`src/hw/rtl/matrix_multiply_engine_assert.svh`:
```
// ---------------------------------------------------------------------------
// matrix_multiply_engine_assert
// assertion macros shared by the matrix multiply engine
// ---------------------------------------------------------------------------
`ifndef MATRIX_MULTIPLY_ENGINE_ASSERT_SVH
`define MATRIX_MULTIPLY_ENGINE_ASSERT_SVH

// consequent checked in the same cycle
`define MME_ASSERT_SAME(label, ante, cons, msg) \
  label: assert property (@(posedge clk) disable iff (!rst_n) (ante) |-> (cons)) \
    else $error(msg);

// consequent checked in the next cycle
`define MME_ASSERT_NEXT(label, ante, cons, msg) \
  label: assert property (@(posedge clk) disable iff (!rst_n) (ante) |=> (cons)) \
    else $error(msg);

`endif

```
`src/hw/rtl/mme_pkg.sv`:
```
// ---------------------------------------------------------------------------
// mme_pkg
// types and constants of the matrix multiply engine
// ---------------------------------------------------------------------------
package mme_pkg;

  localparam int VALUE_W       = 16;
  localparam int PRODUCT_W     = 35;
  localparam int COLUMN_W      = 3;
  localparam int CFG_W         = 4;
  localparam int CFG_IDX_W     = 2;
  localparam int MAX_DIM_DEF   = 8;
  localparam int ELEM_BITS_DEF = 16;
  localparam int QUEUE_DEPTH   = 4;

  localparam logic [CFG_IDX_W-1:0] CFG_INNER_SIZE = CFG_IDX_W'(0);
  localparam logic [CFG_IDX_W-1:0] CFG_OUT_COLS   = CFG_IDX_W'(1);
  localparam logic [CFG_W-1:0]     CFG_DIM_RESET  = CFG_W'(8);

  localparam logic MODE_LOAD = 1'b0;
  localparam logic MODE_ROW  = 1'b1;

  typedef struct packed {
    logic                      mode;
    logic signed [VALUE_W-1:0] value;
  } in_word_t;

  typedef struct packed {
    logic signed [PRODUCT_W-1:0] product;
    logic [COLUMN_W-1:0]         column;
    logic                        row_end;
  } out_word_t;

  typedef struct packed {
    logic is_row;
    logic last;
  } mme_q_ctrl_t;

  typedef struct packed {
    logic hold;
    logic s2_row_end;
  } mme_back_status_t;

endpackage

```
`src/hw/rtl/mme_queue.sv`:
```
// ---------------------------------------------------------------------------
// mme_queue
// short first-in first-out queue between front and back
// ---------------------------------------------------------------------------
module mme_queue import mme_pkg::*; #(
  parameter int WIDTH = 8
) (
  input  logic             clk,
  input  logic             rst_n,
  input  logic             push,
  input  logic [WIDTH-1:0] wdata,
  output logic             full,
  input  logic             pop,
  output logic             valid,
  output logic [WIDTH-1:0] rdata
);

  localparam int PW = $clog2(QUEUE_DEPTH);

  logic [WIDTH-1:0] mem [QUEUE_DEPTH];
  logic [PW-1:0]    wr_ptr_r, wr_ptr_nxt;
  logic [PW-1:0]    rd_ptr_r, rd_ptr_nxt;
  logic [PW:0]      count_r, count_nxt;

  assign full  = count_r == (PW+1)'(QUEUE_DEPTH);
  assign valid = count_r != '0;
  assign rdata = mem[rd_ptr_r];

  always_comb begin
    wr_ptr_nxt = push ? wr_ptr_r + PW'(1) : wr_ptr_r;
    rd_ptr_nxt = pop ? rd_ptr_r + PW'(1) : rd_ptr_r;
    count_nxt  = count_r;
    if (push && !pop) begin
      count_nxt = count_r + (PW+1)'(1);
    end else if (pop && !push) begin
      count_nxt = count_r - (PW+1)'(1);
    end
  end

  always_ff @(posedge clk) begin
    if (push) begin
      mem[wr_ptr_r] <= wdata;
    end
  end

  always_ff @(posedge clk) begin
    if (!rst_n) begin
      wr_ptr_r <= '0;
      rd_ptr_r <= '0;
      count_r  <= '0;
    end else begin
      wr_ptr_r <= wr_ptr_nxt;
      rd_ptr_r <= rd_ptr_nxt;
      count_r  <= count_nxt;
    end
  end

endmodule

```
`config.mk`:
```
export PLATFORM = sky130hd
export DESIGN_NAME = mme_queue
export DESIGN_NICKNAME = d
export VERILOG_FILES = /design/src/hw/rtl/matrix_multiply_engine_assert.svh /design/src/hw/rtl/mme_pkg.sv /design/src/hw/rtl/mme_queue.sv
export SDC_FILE = /design/constraint.sdc
export NUM_CORES = 1
export LEC_CHECK = 0
export ABC_AREA = 1
export BUFFER_PORTS_ARGS = -buffer_cell sky130_fd_sc_hd__buf_2
export CAP_MARGIN = 25
export CORE_ASPECT_RATIO = 2
export CORE_UTILIZATION = 55
export DETAILED_ROUTE_END_ITERATION = 10
export GPL_TIMING_DRIVEN = 0
export PLACE_DENSITY = 0.89
export REMOVE_ABC_BUFFERS = 1
export SYNTH_ARGS = -nofsm -noshare
export SYNTH_HDL_FRONTEND = slang
export SYNTH_SLANG_ARGS = --single-unit
```
`constraint.sdc`:
```
create_clock -name clk -period 1.5 [get_ports clk]
set_input_delay 0.3 -clock clk [delete_from_list [all_inputs] [get_ports clk]]
set_output_delay 0.3 -clock clk [all_outputs]
set_load 0.1 [all_outputs]
```
* Word-level counts from Yosys, hierarchy flattened *
Memory sizes are Yosys's and may differ from the RTL's. A register that Yosys moved wholly into a read port is not among the register bits.
Index checks and enable logic that the tools add are counted.

storage, ports and cells
  flip-flop bits (word level) = 7
  memory bits (writable) = 32
  input bits = 12
  logic and storage cells = 21
  memories kept = 1

memory list
  name  words  width  read ports  clocked after memory_dff  wr ports  line             text
  mem   4      8      1           1                         1         mme_queue.sv:20  logic [WIDTH-1:0] mem [QUEUE_DEPTH];

operators by class
  add/sub/neg operators = 4
  equal/unequal tests = 1
  muxes and demuxes = 6
  reductions and logical operators = 6

operators by type and width
  operator               number
  $mux W3                2
  $add A2 B1 Y2 const B  2
  $mux W2                2
  $add A3 B1 Y3 const B  1
  $eq A3 B3 Y1 const B   1
  $reduce_bool A3 Y1     1
  $sub A3 B1 Y3 const B  1
  $logic_and A1 B1 Y1    2
  $logic_not A1 Y1       2
  $mux W1                2
  $reduce_bool A2 Y1     1

* Logic depth before layout (Yosys ltp) *
  depth after elaboration = 4
  mapped depth = 10

* Worst setup path before layout *
OpenSTA, ideal clock, no wires.

  kind = register to output
  from = reg count_r[1]
  to = out full
  arrival = 2.408 ns
  data required time = 1.200 ns
  slack = -1.208 ns
  stages on the path, launching flop included = 2
  cells stage by stage = dfxtp_1 nor3_1

between the ends
  longest elaborated chain between the ends = 1

ends and longest elaborated chain
  what                    line             text
  from (decl)             mme_queue.sv:23  logic [PW:0] count_r, count_nxt;
  from (signal assigned)  mme_queue.sv:54  count_r <= count_nxt;
  $eq A3 B3 Y1            mme_queue.sv:25  assign full = count_r == (PW+1)'(QUEUE_DEPTH);
  to (decl)               mme_queue.sv:12  output logic full,

No other way between the ends.

==> summary.txt <==
Run status
  • Status: complete, but fails checks
  • Failing checks: setup timing

STA
  • Final period util: 1.11
  • # setup viols final: 8
  • Rel. slew slack: 0.762
  • Worst Clk Skew: between 0.007 and 0.008 ns
  • Max Slew Vio Count: 0
  • Hold WS: 0.215 ns
  • Fmax: approximately 600 MHz
  • Final Critical Period: ~1.7 ns
  • Final Hold Vio Count: 0
  • Least-Margin Pin Slew: ~0.36 ns
  • RSZ-0062 raised after global routing: true
  • Final WS setup: -0.165 ns

Routing
  • DRT Pass-1 Iters: 4
  • Post-route ant nets: 0
  • Residual DRC: 0
  • Drt initial violations: 21
  • Vias: 1,083
  • Final WL: between 3000 and 4000 um
  • Vias per std cell: ~5.6
  • Routed len/inst: approximately 17 um

Clock tree
  • Clock Latency Late Sink: ~0.3 ns
  • Clk slew on worst S/H paths: roughly 0.08 ns
  • # clock sinks: 41
  • Clock buffer depth: 2
  • Clock Tree Root: clkbuf_8
  • # hold bufs at CTS: 0
  • TritonCTS buffer count: 5
  • H-tree depth: 2
  • CTS tree: yes

Synth
  • Post-Synth XOR/XNOR Area: 0
  • Number of synthesized register bits: about 40
  • Top cells by area, synth: edfxtp_1, dfxtp_1, o21ai_0
  • Yosys warns: 0
  • Post-Synth Simple-Gate Area: 0.0877
  • Post-synthesis sequential area ratio: 0.695
  • Largest family of logic cells by synthesized area: compound AO/OA/AOI/OAI gates
  • Mapped Area: roughly 1600 sq um
  • Mapped Avg Cell Area: between 10 and 15 sq um
  • Post-synthesis mux area share: 0
  • Area leader, netlist: edfxtp_1
  • Adder-Cell Fraction of Synth Area: 0.0503
  • Synth cell types: 18
  • Yosys top cell area share: 0.585
  • Post-Syn Instances: 135
  • Compound-Gate Fraction of Synth Area: 0.114

Cells and area
  • Final cell count without fillers: around 200
  • Nets@finish: around 180
  • Utilization after layout: 0.759
  • Area Growth Syn to Fin: 29.7%
  • Most common cell after layout, fill and taps aside: edfxtp_1
  • Most frequent cells in the layout: edfxtp_1, nor2_1, inv_1
  • Fraction of layout instances using a drive strength above 1: 0.337
  • Diodes inserted: 0

Worst hold path
  • Hold Crit Depth: 1
  • Hold Path Class: in -> reg

Placement
  • Setup WS pre-CTS: -0.410 ns
  • Placer congestion estimate: around 0.65
  • Placed Instances: approximately 180
  • DPL Wire Length: between 2000 and 2500 um
  • Buffers on Ports: 21

Setup path
  • Worst path cell trace: buf_8 > o21ai_4 > o22ai_2 > buf_12
  • CP arrival: approximately 1.4 ns
  • Crit path max-delay family: flip-flops
  • Critical Path Stages: 4
  • R2r worst-path depth: 7
  • Worst Setup End Kind: primary output
  • CP Buf/Inv Count: 2
  • WP data required: approximately 1.2 ns
  • Crit path launch type: flip-flop
  • Max incr delay on CP: between 0.4 and 0.5 ns
  • Crit Path Class: reg -> out
  • Critical-path top delay cell: dfxtp_4
  • Critical Path Fanout Max: 6

Global route
  • GRT Overall Usage: 0.236
  • Vias in the first global route: ~1,100
  • Largest net degree at the start of global routing: 17
  • Initial antenna violation count: 0
  • First-pass GRT wire length: 4970 um
  • Grt total ovfl: 0

Run
  • Maxcap violations: 0

Floorplan
  • Core area: between 2000 and 3000 sq um
  • Die width: between 40 and 50 um
  • Cell Rows: 27
  • I/O pins: 22
  • Starting Density: 0.585
  • Die Ht: between 70 and 80 um
  • DIE AREA: ~3200 sq um

Pwr
  • Power Total: roughly 2.7 mW
  • Leakage: between 0.8 and 0.9 nW
  • PwrDens: 1280 nW/um^2
  • Peak supply drop: 1.25 mV
## final cells by class
type                            instances  area [sq um]
Inverter                               17          73.8
Tap cell                               29          36.3
Clock inverter                          3          17.5
Fill cell                             162           674
Clock buffer                            5          68.8
Sequential cell                        41          1150
Multi-Input combinational cell         75           499
Timing Repair Buffer                   25           285
## power breakdown
part	switching, mW	leakage [nW]	internal, mW
logic	0.481	0.435	0.228
clock network	0.369	0.0439	0.320
registers	0.0428	0.370	1.28
total	0.892	0.848	1.83
## metal layers
layer	wire length, um	global-route usage	share of wire	vias to the layer above
met1	1110	0.209	0.34	510
met2	1930	0.429	0.59	33
li1	-	-	-	533
met4	84	0.117	0.026	0
met3	140	0.0670	0.043	7
met5	0	0	0	-
## sequential cells by signal, summed over array words and instances, names as in the netlist, named ones only
register / count
rd_ptr_r: 2
count_r: 3
wr_ptr_r: 2
mem: 32
## repair_timing
| item | in CTS | in global routing |
|---|---|---|
| setup buffers | 4 | 0 |
| gates resized for setup | 56 | 18 |
| setup endpoints to repair | 10 | 9 |
| pin swaps | 10 | 6 |
| endpoints found under the hold margin | 0 | 0 |
## cell families after synthesis
family                     Yosys count
AOI/OAI and AO/OA                   34
and+or+nand+nor                     35
DFF                                 41
adders and majority gates            6
buffers and inverters               19
## metrics by stage
step | instance area (sq um) | TNS (ns)
4_1_cts | 2060 | -1.12
6_report | 2130 | -1.08
3_5_place_dp | 1760 | -2.99
2_1_floorplan | 1620 | -9.35
3_3_place_gp | 1760 | -2.04
5_1_grt | 2130 | -1.45
## worst paths after layout
| kind | startpoint | end | slack [ns] |
|---|---|---|---|
| worst max register to register | count_r[0]$_SDFFE_PN0P_ | count_r[2]$_SDFFE_PN0P_ | 0.23 |
| worst min-delay path | wdata[7] | mem[3][7]$_DFFE_PP_ | 0.22 |
| worst max-delay path | flip-flop | rdata[0] | -0.16 |
| worst min register to register | rd_ptr_r[1]$_SDFFE_PN0P_ | flip-flop | 0.44 |
## cell usage after synthesis
library cell	count
a21oi_1	4
buf_6	2
dfxtp_1	9
edfxtp_1	32
fa_1	1
ha_1	5
inv_1	16
inv_2	1
nand2_1	10
nand3_1	1
nand4_1	1
nor2_1	19
nor2_2	3
nor3_1	1
o21ai_0	18
o21ai_1	2
o21ai_2	2
o22ai_1	8
No activity file was read; power rests on OpenSTA's default activity.
