[config.mk]
export PLATFORM = sky130hd
export DESIGN_NAME = mme_front
export DESIGN_NICKNAME = d
export VERILOG_FILES = /design/src/hw/rtl/matrix_multiply_engine_assert.svh /design/src/hw/rtl/mme_pkg.sv /design/src/hw/rtl/mme_front.sv
export SDC_FILE = /design/constraint.sdc
export NUM_CORES = 1
export LEC_CHECK = 0
export BUFFER_PORTS_ARGS = -buffer_cell sky130_fd_sc_hd__buf_2
export CORE_MARGIN = 2
export CORE_UTILIZATION = 50
export CTS_CLUSTER_DIAMETER = 120
export DETAILED_ROUTE_END_ITERATION = 8
export HOLD_SLACK_MARGIN = 0.1
export MAX_ROUTING_LAYER = met4
export PLACE_DENSITY = 0.78
export SLEW_MARGIN = 20
export SYNTH_ARGS = -nofsm -noshare
export SYNTH_HDL_FRONTEND = slang
export SYNTH_SLANG_ARGS = --single-unit
[constraint.sdc]
create_clock -name clk -period 11.9 [get_ports clk]
set_clock_uncertainty 0.2 [all_clocks]
set_input_delay 1.785 -clock clk [delete_from_list [all_inputs] [get_ports clk]]
set_output_delay 1.785 -clock clk [all_outputs]
set_load 0.01 [all_outputs]
[src/hw/rtl/matrix_multiply_engine_assert.svh]
// ---------------------------------------------------------------------------
// matrix_multiply_engine_assert
// assertion macros shared by the matrix multiply engine
// ---------------------------------------------------------------------------
`ifndef MATRIX_MULTIPLY_ENGINE_ASSERT_SVH
`define MATRIX_MULTIPLY_ENGINE_ASSERT_SVH

// consequent checked in the same cycle
`define MME_ASSERT_SAME(label, ante, cons, msg) \
  label: assert property (@(posedge clk) disable iff (!rst_n) (ante) |-> (cons)) \
    else $error(msg);

// consequent checked in the next cycle
`define MME_ASSERT_NEXT(label, ante, cons, msg) \
  label: assert property (@(posedge clk) disable iff (!rst_n) (ante) |=> (cons)) \
    else $error(msg);

`endif

[src/hw/rtl/mme_pkg.sv]
// ---------------------------------------------------------------------------
// mme_pkg
// types and constants of the matrix multiply engine
// ---------------------------------------------------------------------------
package mme_pkg;

  localparam int VALUE_W       = 16;
  localparam int PRODUCT_W     = 35;
  localparam int COLUMN_W      = 3;
  localparam int CFG_W         = 4;
  localparam int CFG_IDX_W     = 2;
  localparam int MAX_DIM_DEF   = 8;
  localparam int ELEM_BITS_DEF = 16;
  localparam int QUEUE_DEPTH   = 4;

  localparam logic [CFG_IDX_W-1:0] CFG_INNER_SIZE = CFG_IDX_W'(0);
  localparam logic [CFG_IDX_W-1:0] CFG_OUT_COLS   = CFG_IDX_W'(1);
  localparam logic [CFG_W-1:0]     CFG_DIM_RESET  = CFG_W'(8);

  localparam logic MODE_LOAD = 1'b0;
  localparam logic MODE_ROW  = 1'b1;

  typedef struct packed {
    logic                      mode;
    logic signed [VALUE_W-1:0] value;
  } in_word_t;

  typedef struct packed {
    logic signed [PRODUCT_W-1:0] product;
    logic [COLUMN_W-1:0]         column;
    logic                        row_end;
  } out_word_t;

  typedef struct packed {
    logic is_row;
    logic last;
  } mme_q_ctrl_t;

  typedef struct packed {
    logic hold;
    logic s2_row_end;
  } mme_back_status_t;

endpackage

[src/hw/rtl/mme_front.sv]
// ---------------------------------------------------------------------------
// mme_front
// takes input words and config writes, tracks load and row positions and
// queues each word with its store address
// ---------------------------------------------------------------------------
module mme_front import mme_pkg::*; #(
  parameter  int MAX_DIM   = MAX_DIM_DEF,
  parameter  int ELEM_BITS = ELEM_BITS_DEF,
  localparam int IDX_W     = (MAX_DIM > 1) ? $clog2(MAX_DIM) : 1,
  localparam int AW        = 2 * IDX_W,
  localparam int CNT_W     = IDX_W + 1
) (
  input  logic                 clk,
  input  logic                 rst_n,
  input  logic                 cfg_valid,
  output logic                 cfg_ready,
  input  logic [CFG_IDX_W-1:0] cfg_index,
  input  logic [CFG_W-1:0]     cfg_data,
  input  logic                 in_valid,
  output logic                 in_stall,
  input  in_word_t             in_data,
  input  logic                 q_full,
  output logic                 q_push,
  output mme_q_ctrl_t          q_ctrl,
  output logic [AW-1:0]        q_addr,
  output logic [ELEM_BITS-1:0] q_value,
  output logic [CNT_W-1:0]     q_cols
);

  logic [CFG_W-1:0]   inner_r, inner_nxt;
  logic [CFG_W-1:0]   cols_r, cols_nxt;
  logic [AW-1:0]      lp_r, lp_nxt;
  logic [IDX_W-1:0]   ip_r, ip_nxt;
  logic [CNT_W-1:0]   inner_c, cols_c;
  logic [2*CNT_W-1:0] total, lp_inc;
  logic [CNT_W-1:0]   ip_inc;
  logic               row_last, is_row;
  logic [AW-1:0]      base;

  function automatic logic [CNT_W-1:0] clamp_dim(logic [CFG_W-1:0] r);
    if (r == '0) begin
      return CNT_W'(1);
    end else if (r > CFG_W'(MAX_DIM)) begin
      return CNT_W'(MAX_DIM);
    end else begin
      return CNT_W'(r);
    end
  endfunction

  assign cfg_ready = 1'b1;
  assign in_stall  = q_full;
  assign q_push    = in_valid && !q_full;

  always_comb begin
    inner_c  = clamp_dim(inner_r);
    cols_c   = clamp_dim(cols_r);
    total    = (2*CNT_W)'(inner_c) * (2*CNT_W)'(cols_c);
    lp_inc   = (2*CNT_W)'(lp_r) + (2*CNT_W)'(1);
    ip_inc   = CNT_W'(ip_r) + CNT_W'(1);
    row_last = ip_inc >= inner_c;
    base     = AW'(ip_r) * AW'(cols_c);
    is_row   = in_data.mode == MODE_ROW;
  end

  always_comb begin
    q_ctrl.is_row = is_row;
    q_ctrl.last   = row_last;
    q_addr        = is_row ? base : lp_r;
    q_value       = ELEM_BITS'($unsigned(in_data.value));
    q_cols        = cols_c;
  end

  always_comb begin
    inner_nxt = inner_r;
    cols_nxt  = cols_r;
    if (cfg_valid) begin
      case (cfg_index)
        CFG_INNER_SIZE: inner_nxt = cfg_data;
        CFG_OUT_COLS:   cols_nxt  = cfg_data;
        default: begin
        end
      endcase
    end
  end

  always_comb begin
    lp_nxt = lp_r;
    ip_nxt = ip_r;
    if (q_push) begin
      if (is_row) begin
        ip_nxt = row_last ? '0 : ip_inc[IDX_W-1:0];
      end else begin
        lp_nxt = (lp_inc >= total) ? '0 : lp_inc[AW-1:0];
      end
    end
  end

  always_ff @(posedge clk) begin
    if (!rst_n) begin
      inner_r <= CFG_DIM_RESET;
      cols_r  <= CFG_DIM_RESET;
      lp_r    <= '0;
      ip_r    <= '0;
    end else begin
      inner_r <= inner_nxt;
      cols_r  <= cols_nxt;
      lp_r    <= lp_nxt;
      ip_r    <= ip_nxt;
    end
  end

endmodule

Word-level counts from Yosys, hierarchy flattened

Cells that the tools add are included.

Bits in read-only memories: 0
Output and inout port bits: 31
Input bits: 28
Memories: 0
Logic and storage cells: 30
Latch bits: 0
Memory bits (writable): 0
Flip-flop bits (word level): 17

Shifts and indexed selects: 0
Reduce and logical (&&, ||, !) cells: 9
Divide/modulo/power cells: 0
Eq/ne operators: 1
Multiplexer cells: 7
Bitwise gates (word level): 1
Add/sub/neg operators: 2
Multipliers: 2
Magnitude comparators: 4

Operators with widths:

| kind                  | count |
|---|---|
| $mux W4               | 4 |
| $mux W6               | 2 |
| $ge A7 B8 Y1          | 1 |
| $gt A4 B4 Y1 const B  | 2 |
| $logic_not A4 Y1      | 2 |
| $mul A4 B4 Y8         | 1 |
| $reduce_and A2 Y1     | 4 |
| $add A6 B1 Y7 const B | 1 |
| $mul A3 B4 Y6         | 1 |
| $add A3 B1 Y4 const B | 1 |
| $ge A4 B4 Y1          | 1 |
| $mux W3               | 1 |
| $eq A2 B1 Y1 const B  | 1 |
| $logic_not A2 Y1      | 1 |
| $logic_and A1 B1 Y1   | 1 |
| $logic_not A1 Y1      | 1 |
| $not A1 Y1            | 1 |

Logic depth before layout (Yosys ltp)

Gate-level depths: netlist of run 1.

Depth after elaboration: 6
Depth in mapped cells: 17
Gate-level depth less buffers: 17

Worst setup path after synthesis of run 1

OpenSTA, ideal clock, no wires.

Path kind: flip-flop to output port
From: reg cols_r[1]
To: out q_addr[4]
Required time: 9.915 ns
Slack: 7.461 ns
Arrival time: 2.454 ns
Path buffers: 0
Stages on the path, launching flop included: 13
Cells stage by stage: dfxtp_1 nor2_1 nor2_1 or2_2 inv_1 nand2_1 fa_1 inv_1 ha_1 inv_1 fa_1 xnor2_1 mux2_2

Longest elaborated chain between the ends: 5
Elaborated cells between the ends (all ways): 6
Classes of those cells: mul (1); order compare (1); mux (3); reduce/logical (1)

Ends and longest elaborated chain:

| what                   | RTL line         | source |
|---|---|---|
| start, declared        | mme_front.sv:31  | `logic [CFG_W-1:0] cols_r, cols_nxt;` |
| start signal, assigned | mme_front.sv:106 | `cols_r <= cols_nxt;` |
| $gt A4 B4 Y1           | mme_front.sv:43  | `end else if (r > CFG_W'(MAX_DIM)) begin` |
| $mux W4                | mme_front.sv:43  |  |
| $mux W4 *              | mme_front.sv:41  | `if (r == '0) begin` |
| net q_cols[0]          | mme_front.sv:27  | `output logic [CNT_W-1:0] q_cols` |
| $mul A3 B4 Y6 *        | mme_front.sv:61  | `base = AW'(ip_r) * AW'(cols_c);` |
| $mux W6 *              | mme_front.sv:68  | `q_addr = is_row ? base : lp_r;` |
| end, declared          | mme_front.sv:25  | `output logic [AW-1:0] q_addr,` |

Mark *: on every way through the listed nets, which the timed path passes. The rest lies on a longest branch.

Final worst setup path of run 1

From: reg cols_r[3]
To: out q_addr[4]

Longest elaborated chain between the ends: 5
Elaborated cells between the ends (all ways): 6
Classes of those cells: mul (1); order compare (1); mux (3); reduce/logical (1)

Ends and longest elaborated chain:

| what            | RTL line |
|---|---|
| $gt A4 B4 Y1    | mme_front.sv:43 |
| $mux W4         | mme_front.sv:43 |
| $mux W4 *       | mme_front.sv:41 |
| $mul A3 B4 Y6 * | mme_front.sv:61 |
| $mux W6 *       | mme_front.sv:68 |

Every way passes the cells marked *; elsewhere a longest branch is shown, timed or not.

==> results of run 1 <==
report_power, final:
part / internal [mW] / total [mW] / switching, mW / leakage [nW]
Sequential: 0.0583 / 0.0601 / 0.00185 / 0.138
Clock: 0.0233 / 0.0452 / 0.0219 / 0.0255
Combinational: 0.00947 / 0.0212 / 0.0117 / 0.919
state kept, by name, summed over array words and instances, names as in the netlist:
| signal | cells |
|---|---|
| inner_r | 4 |
| lp_r | 6 |
| ip_r | 3 |
| cols_r | 4 |
cells in the mapped netlist (3+ instances only):
cell type / n
mux2_2: 3
a21oi_1: 8
inv_1: 19
nand2b_1: 5
nor4b_1: 5
xnor2_1: 4
fa_1: 7
xor2_1: 7
and3_1: 6
nand3_1: 10
mux2i_1: 7
ha_1: 30
nor2_1: 24
buf_4: 20
nand2_1: 17
and2_1: 6
o21ai_0: 9
a21o_1: 3
dfxtp_1: 17
nor2b_1: 7
clkbuf_1: 6
worst max-delay path: stages, from the launching register on:
cell,delay (ns)
dfxtp_1,0.42
or2_2,0.39
inv_1,0.14
nand2_1,0.09
fa_1,0.48
inv_1,0.07
ha_1,0.16
inv_1,0.05
fa_1,0.37
xnor2_1,0.15
mux2_2,0.26
buf_2,0.14
layout make-up:
class	count	area share [%]
well taps	50	3.02
inverters	19	3.45
flip-flops and latches	17	16.5
clock buffers	3	2.00
clock inverters	1	0.242
multi-input cells	185	68.8
repair buffers	25	6.05
how the worst max path moves through the flow:
stage,end,from,cells after the start
after floorplan,q_addr[4],cols_r[1]$_SDFFE_PN0P_,12
after global placement,q_addr[4],cols_r[3]$_SDFFE_PN1P_,11
after detailed placement,q_addr[4],cols_r[3]$_SDFFE_PN1P_,11
after CTS,q_addr[4],cols_r[3]$_SDFFE_PN1P_,11
after global routing,q_addr[4],cols_r[3]$_SDFFE_PN1P_,11
final,q_addr[4],cols_r[3]$_SDFFE_PN1P_,11
logic make-up after synthesis:
logic type	count (synthesis)	share of synthesized area [%]
muxes	10	5.16
and+or+nand+nor	92	24.1
xor gates and xnor gates	11	4.79
buffers and inverters	46	12.4
adders and majority gates	37	25.6
DFF	17	16.9
AOI/OAI and AO/OA	34	10.9
other	1	0.186
through the flow:
stage          instance area, um2  worst slack, ns  util [%]  instances
2_1_floorplan                2010             7.46         -        248
3_3_place_gp                 2020             7.22      51.3        296
3_5_place_dp                 2020             7.21      51.3        296
4_1_cts                      2070             6.92      52.5        300
5_1_grt                      2070             6.79      52.5        300
6_report                     2070             6.92      52.5        300
metal layers:
metal | vias to the layer above | GRT usage, % | part of all wire (%) | routed length, um
met3 | 2 | 2.50 | 3.4 | 130
met5 | - | - | 0 | 0
met2 | 27 | 32.3 | 50 | 1920
met1 | 776 | 22.7 | 45 | 1740
li1 | 828 | - | - | -
met4 | 0 | 5.10 | 0.73 | 28
==> impl_metrics.json, run 1 <==
{
  "n_fill_cell": 368,
  "period_share_pct": 41.8,
  "grt_pass1_vias": 1461,
  "place_congestion": 0.857,
  "cap_violations": 0,
  "crit_type": "reg2out",
  "yosysUniqueCellTypes": 43,
  "register_area_um2": 340,
  "synth-edff-count": 0,
  "r2r_start": "cols_r[3]$_SDFFE_PN1P_",
  "die_w_um": 67.4,
  "clock_sinks": 17,
  "rsz0062_at_grt": "no",
  "drt_iter0_markers": 35,
  "fp.dieH_um": 67.4,
  "r2r_slack_ns": 7.24,
  "grt_remaining_overflow": 0,
  "coreArea_um2": 3940,
  "die-area_um2": 4550,
  "clockBufferDepth": 2,
  "layout_common_cells": "ha_1 (30), buf_2 (25), nor2_1 (24)",
  "grtUsageTotal_pct": 18.6,
  "synth_area_um2": 2010,
  "final_common_cell": "ha_1",
  "drtAntennaViolNets": 0,
  "cp_max_fo": 12,
  "avgSynthCellArea_um2": 8.11,
  "start_util_pct": 51.0,
  "finalMaxSlewViolations": 0,
  "nets": 316,
  "cts-root-buf": "clkbuf_8",
  "multi_input_area_um2": 1420,
  "cts_hold_buffers": 0,
  "io_buffers": 25,
  "ys_warn_count": 0,
  "yosys-top-cells-area": "ha_1 (19%), dfxtp_1 (17%), buf_4 (7.5%), fa_1 (7.0%), nor2_1 (4.5%)",
  "power_density_nw_per_um2": 61.2,
  "setup_violations": 0,
  "netlist_instances": 248,
  "antenna_cells_inserted": 0,
  "grt_pass1_wl_um": 6320,
  "totalWireLength_um": 3810,
  "arrival_ns": 2.99,
  "synth_nets": 313,
  "fmax_mhz": 201,
  "rows": 23,
  "cp-end-kind": "output port",
  "firstDrtPassIters": 4,
  "holdPathEnd": "lp_r[1]$_SDFFE_PN0P_",
  "hold_class": "reg2reg",
  "whs_ns": 0.314,
  "synth_seq_cells": 17,
  "antenna_found_initial": 0,
  "power_mw": 0.127,
  "ys_async_sr_fraction_pct": 0,
  "pin_count": 59,
  "peakVddDrop_uv": 60.5,
  "min_path_cells": 2,
  "vias": 1633,
  "yosysTopAreaCellShare_pct": 18.7,
  "timing.setup.tns_ns": 0,
  "synth_top_flop_cell": "dfxtp_1",
  "worstSetupStartpointType": "register",
  "grt_max_degree": 20,
  "post_cts_resized": 0,
  "leakage_nw": 1.08,
  "viasPerCell": 5.44,
  "netlist.top_cell.by_area": "ha_1",
  "area_growth_pct": 2.80,
  "seq_area_frac_synth_pct": 16.9,
  "clkTransAtPathRegs_ns": 0.07,
  "wl_per_cell_um": 12.7,
  "period_minus_slack_ns": 4.98,
  "dpl.hpwl_um": 3150,
  "status": "completed",
  "postCtsSetupBuffers": 0,
  "tightest_slew_ns": 0.505,
  "worstHoldStart": "lp_r[1]$_SDFFE_PN0P_",
  "numCtsBuffers": 3,
  "relSlewSlack_pct": 66.2,
  "finalHoldViolations": 0,
  "worstPathRequired_ns": 9.92,
  "route.detailed.drc": 0,
  "r2r_cells": 16,
  "insertion_delay_ns": 0.26,
  "cts-htree-levels": 1,
  "worstReg2RegEnd": "lp_r[2]$_SDFFE_PN0P_",
  "drive_gt1_share_pct": 15.6,
  "cts_tree": "built"
}
No activity file was read; power rests on OpenSTA's default activity.
==> run 2, diff against run 1 <==
--- a/config.mk
+++ b/config.mk
@@ -7,7 +7,7 @@
 export LEC_CHECK = 0
 export BUFFER_PORTS_ARGS = -buffer_cell sky130_fd_sc_hd__buf_2
 export CORE_MARGIN = 2
-export CORE_UTILIZATION = 50
+export CORE_UTILIZATION = 48
 export CTS_CLUSTER_DIAMETER = 120
 export DETAILED_ROUTE_END_ITERATION = 8
 export HOLD_SLACK_MARGIN = 0.1
==> constraint.sdc (replaced) <==
create_clock -name clk -period 4.4 [get_ports clk]
set_clock_uncertainty 0.2 [all_clocks]
set_input_delay 0.66 -clock clk [delete_from_list [all_inputs] [get_ports clk]]
set_output_delay 0.66 -clock clk [all_outputs]
set_load 0.01 [all_outputs]
==> impl_metrics.json, run 2 (synthesis results as in run 1) <==
{
  "status": "completed",
  "firstDrtPassIters": 4,
  "fmax_mhz": 240,
  "whs_ns": 0.300,
  "seqPwrFrac_pct": 47.4,
  "r2r_cells": 17,
  "rows": 23,
  "drtAntennaViolNets": 0,
  "endpoint": "lp_r[4]$_SDFFE_PN0P_",
  "grtUsageTotal_pct": 18.8,
  "start_util_pct": 49.9,
  "switchingPower_mw": 0.0937,
  "worstSetupStartpointType": "register",
  "cts-root-buf": "clkbuf_8",
  "power_density_nw_per_um2": 159,
  "fp.dieH_um": 68.7,
  "placed_cells": 301,
  "largest_register_ffs": 6,
  "regMostFlops": "lp_r",
  "hold_class": "reg2reg",
  "clkTransAtPathRegs_ns": 0.07,
  "cp_slowest_cell": "fa_1",
  "crit_chain": "nor2_1, o21ai_0, inv_1, nand2_1, fa_1, inv_1, fa_2, fa_2, a21o_1, a21oi_2, xor2_1, ha_1, a21oi_1, and3_1, o21ai_0, and3_4, nor4b_2",
  "post_cts_resized": 0,
  "max_stage_delay_ns": 0.53,
  "cts_tree": "built",
  "stdcell_count": 305,
  "drt_iter0_markers": 54,
  "r2r_start": "inner_r[1]$_SDFFE_PN0P_",
  "drive_gt1_share_pct": 21.2,
  "critPathBufInv": 2,
  "cp_max_fo": 5,
  "power_mw": 0.342,
  "crit_type": "reg2reg",
  "nets": 321,
  "totalWireLength_um": 3870,
  "use_met3_pct": 2.60,
  "clock_power_share_pct": 34.6,
  "crit_start": "inner_r[1]$_SDFFE_PN0P_",
  "setup_violations": 0,
  "post-place-ws_ns": 0.0235,
  "r2r_slack_ns": 0.24,
  "cp_top_family": "adder cells",
  "dpl.hpwl_um": 3170,
  "grt_pass1_wl_um": 6640,
  "grt_max_degree": 20,
  "area_growth_pct": 6.72,
  "timing.setup.tns_ns": 0,
  "antenna_cells_inserted": 0,
  "viasPerCell": 5.40,
  "finalMaxSlewViolations": 0,
  "clock_sinks": 17,
  "cts_hold_buffers": 0,
  "tightest_slew_ns": 0.569,
  "combPwrFrac_pct": 18.0,
  "period_share_pct": 94.5,
  "coreArea_um2": 4030,
  "period_minus_slack_ns": 4.16,
  "die-area_um2": 4730,
  "insertion_delay_ns": 0.26,
  "arrival_ns": 4.12,
  "die_w_um": 68.7,
  "grt_pass1_vias": 1507,
  "pin_count": 59,
  "worstPathRequired_ns": 4.36,
  "numCtsBuffers": 3,
  "swShare_pct": 27.4,
  "met2_usage_pct": 29.3,
  "clockBufferDepth": 2,
  "cap_violations": 0,
  "worst-path-stages": 17,
  "grt_remaining_overflow": 0,
  "relSlewSlack_pct": 62.0,
  "wl_per_cell_um": 12.7,
  "vias": 1646,
  "leakage_nw": 1.11,
  "final_common_cell": "ha_1",
  "antenna_found_initial": 0,
  "worstReg2RegEnd": "lp_r[4]$_SDFFE_PN0P_",
  "reg_top3": "lp_r (6), cols_r (4), inner_r (4)",
  "globalRoute.busiestLayer": "met2",
  "finalHoldViolations": 0,
  "io_buffers": 25,
  "cts-htree-levels": 1,
  "timing.final.ws_setup_ns": 0.240,
  "postCtsSetupBuffers": 0,
  "internal-power_mw": 0.249,
  "peakVddDrop_uv": 191,
  "route.detailed.drc": 0,
  "place_congestion": 0.900,
  "cp-end-kind": "register",
  "met1_usage_pct": 24.2,
  "layout_common_cells": "ha_1 (30), buf_2 (25), nor2_1 (24)"
}
## run 2: changes by cell type in the layout (fill, tap and decap cells not counted), sizes merged
cell and delta:
buf +5
## run 2: worst min-delay path by stage
stage	start	to	slack (ns)	cells after the start
after floorplan	lp_r[1]$_SDFFE_PN0P_	lp_r[1]$_SDFFE_PN0P_	0.27	2
after global placement	lp_r[1]$_SDFFE_PN0P_	lp_r[1]$_SDFFE_PN0P_	0.29	2
after detailed placement	lp_r[1]$_SDFFE_PN0P_	lp_r[1]$_SDFFE_PN0P_	0.29	2
after CTS	lp_r[1]$_SDFFE_PN0P_	lp_r[1]$_SDFFE_PN0P_	0.30	2
after global routing	lp_r[1]$_SDFFE_PN0P_	lp_r[1]$_SDFFE_PN0P_	0.31	2
final	lp_r[1]$_SDFFE_PN0P_	lp_r[1]$_SDFFE_PN0P_	0.30	2
## run 2: power by group through the flow
stage	Sequential (mW)	Clock [mW]	Combinational [mW]
final	0.162	0.118	0.0615
after global routing	0.163	0.127	0.0697
after CTS	0.162	0.121	0.0606
after detailed placement	0.165	0	0.0604
after global placement	0.166	0	0.0585
after floorplan	0.164	0	0.0591
## run 2: cell type report
type / count / area [um2]
Tap cell: 50 / 62.6
Sequential cell: 17 / 343
Multi-Input combinational cell: 185 / 1460
Fill cell: 382 / 1880
Clock buffer: 3 / 41.3
Inverter: 19 / 71.3
Timing Repair Buffer: 30 / 163
Clock inverter: 1 / 5.00
## run 2: layer usage
| layer | routed length [um] | share of wire (%) |
|---|---|---|
| met3 | 165 | 4.3 |
| met1 | 1820 | 47 |
| met5 | 0 | 0 |
| met2 | 1810 | 47 |
| met4 | 74 | 1.9 |
## run 2: worst reg2reg max path, stage by stage, from the launching register on
cell	delay, ns
dfxtp_2	0.34
nor2_1	0.09
o21ai_0	0.10
inv_1	0.09
nand2_1	0.08
fa_1	0.53
inv_1	0.05
fa_2	0.48
fa_2	0.38
a21o_1	0.21
a21oi_2	0.15
xor2_1	0.18
ha_1	0.29
a21oi_1	0.15
and3_1	0.15
o21ai_0	0.09
and3_4	0.22
nor4b_2	0.28
## run 2: per-stage QoR
| stage | utilization [%] | instance area [um2] |
|---|---|---|
| floorplan | - | 2010 |
| global placement | 51.1 | 2060 |
| detailed placement | 51.1 | 2060 |
| CTS | 52.3 | 2110 |
| global route | 53.3 | 2150 |
| finish | 53.3 | 2150 |
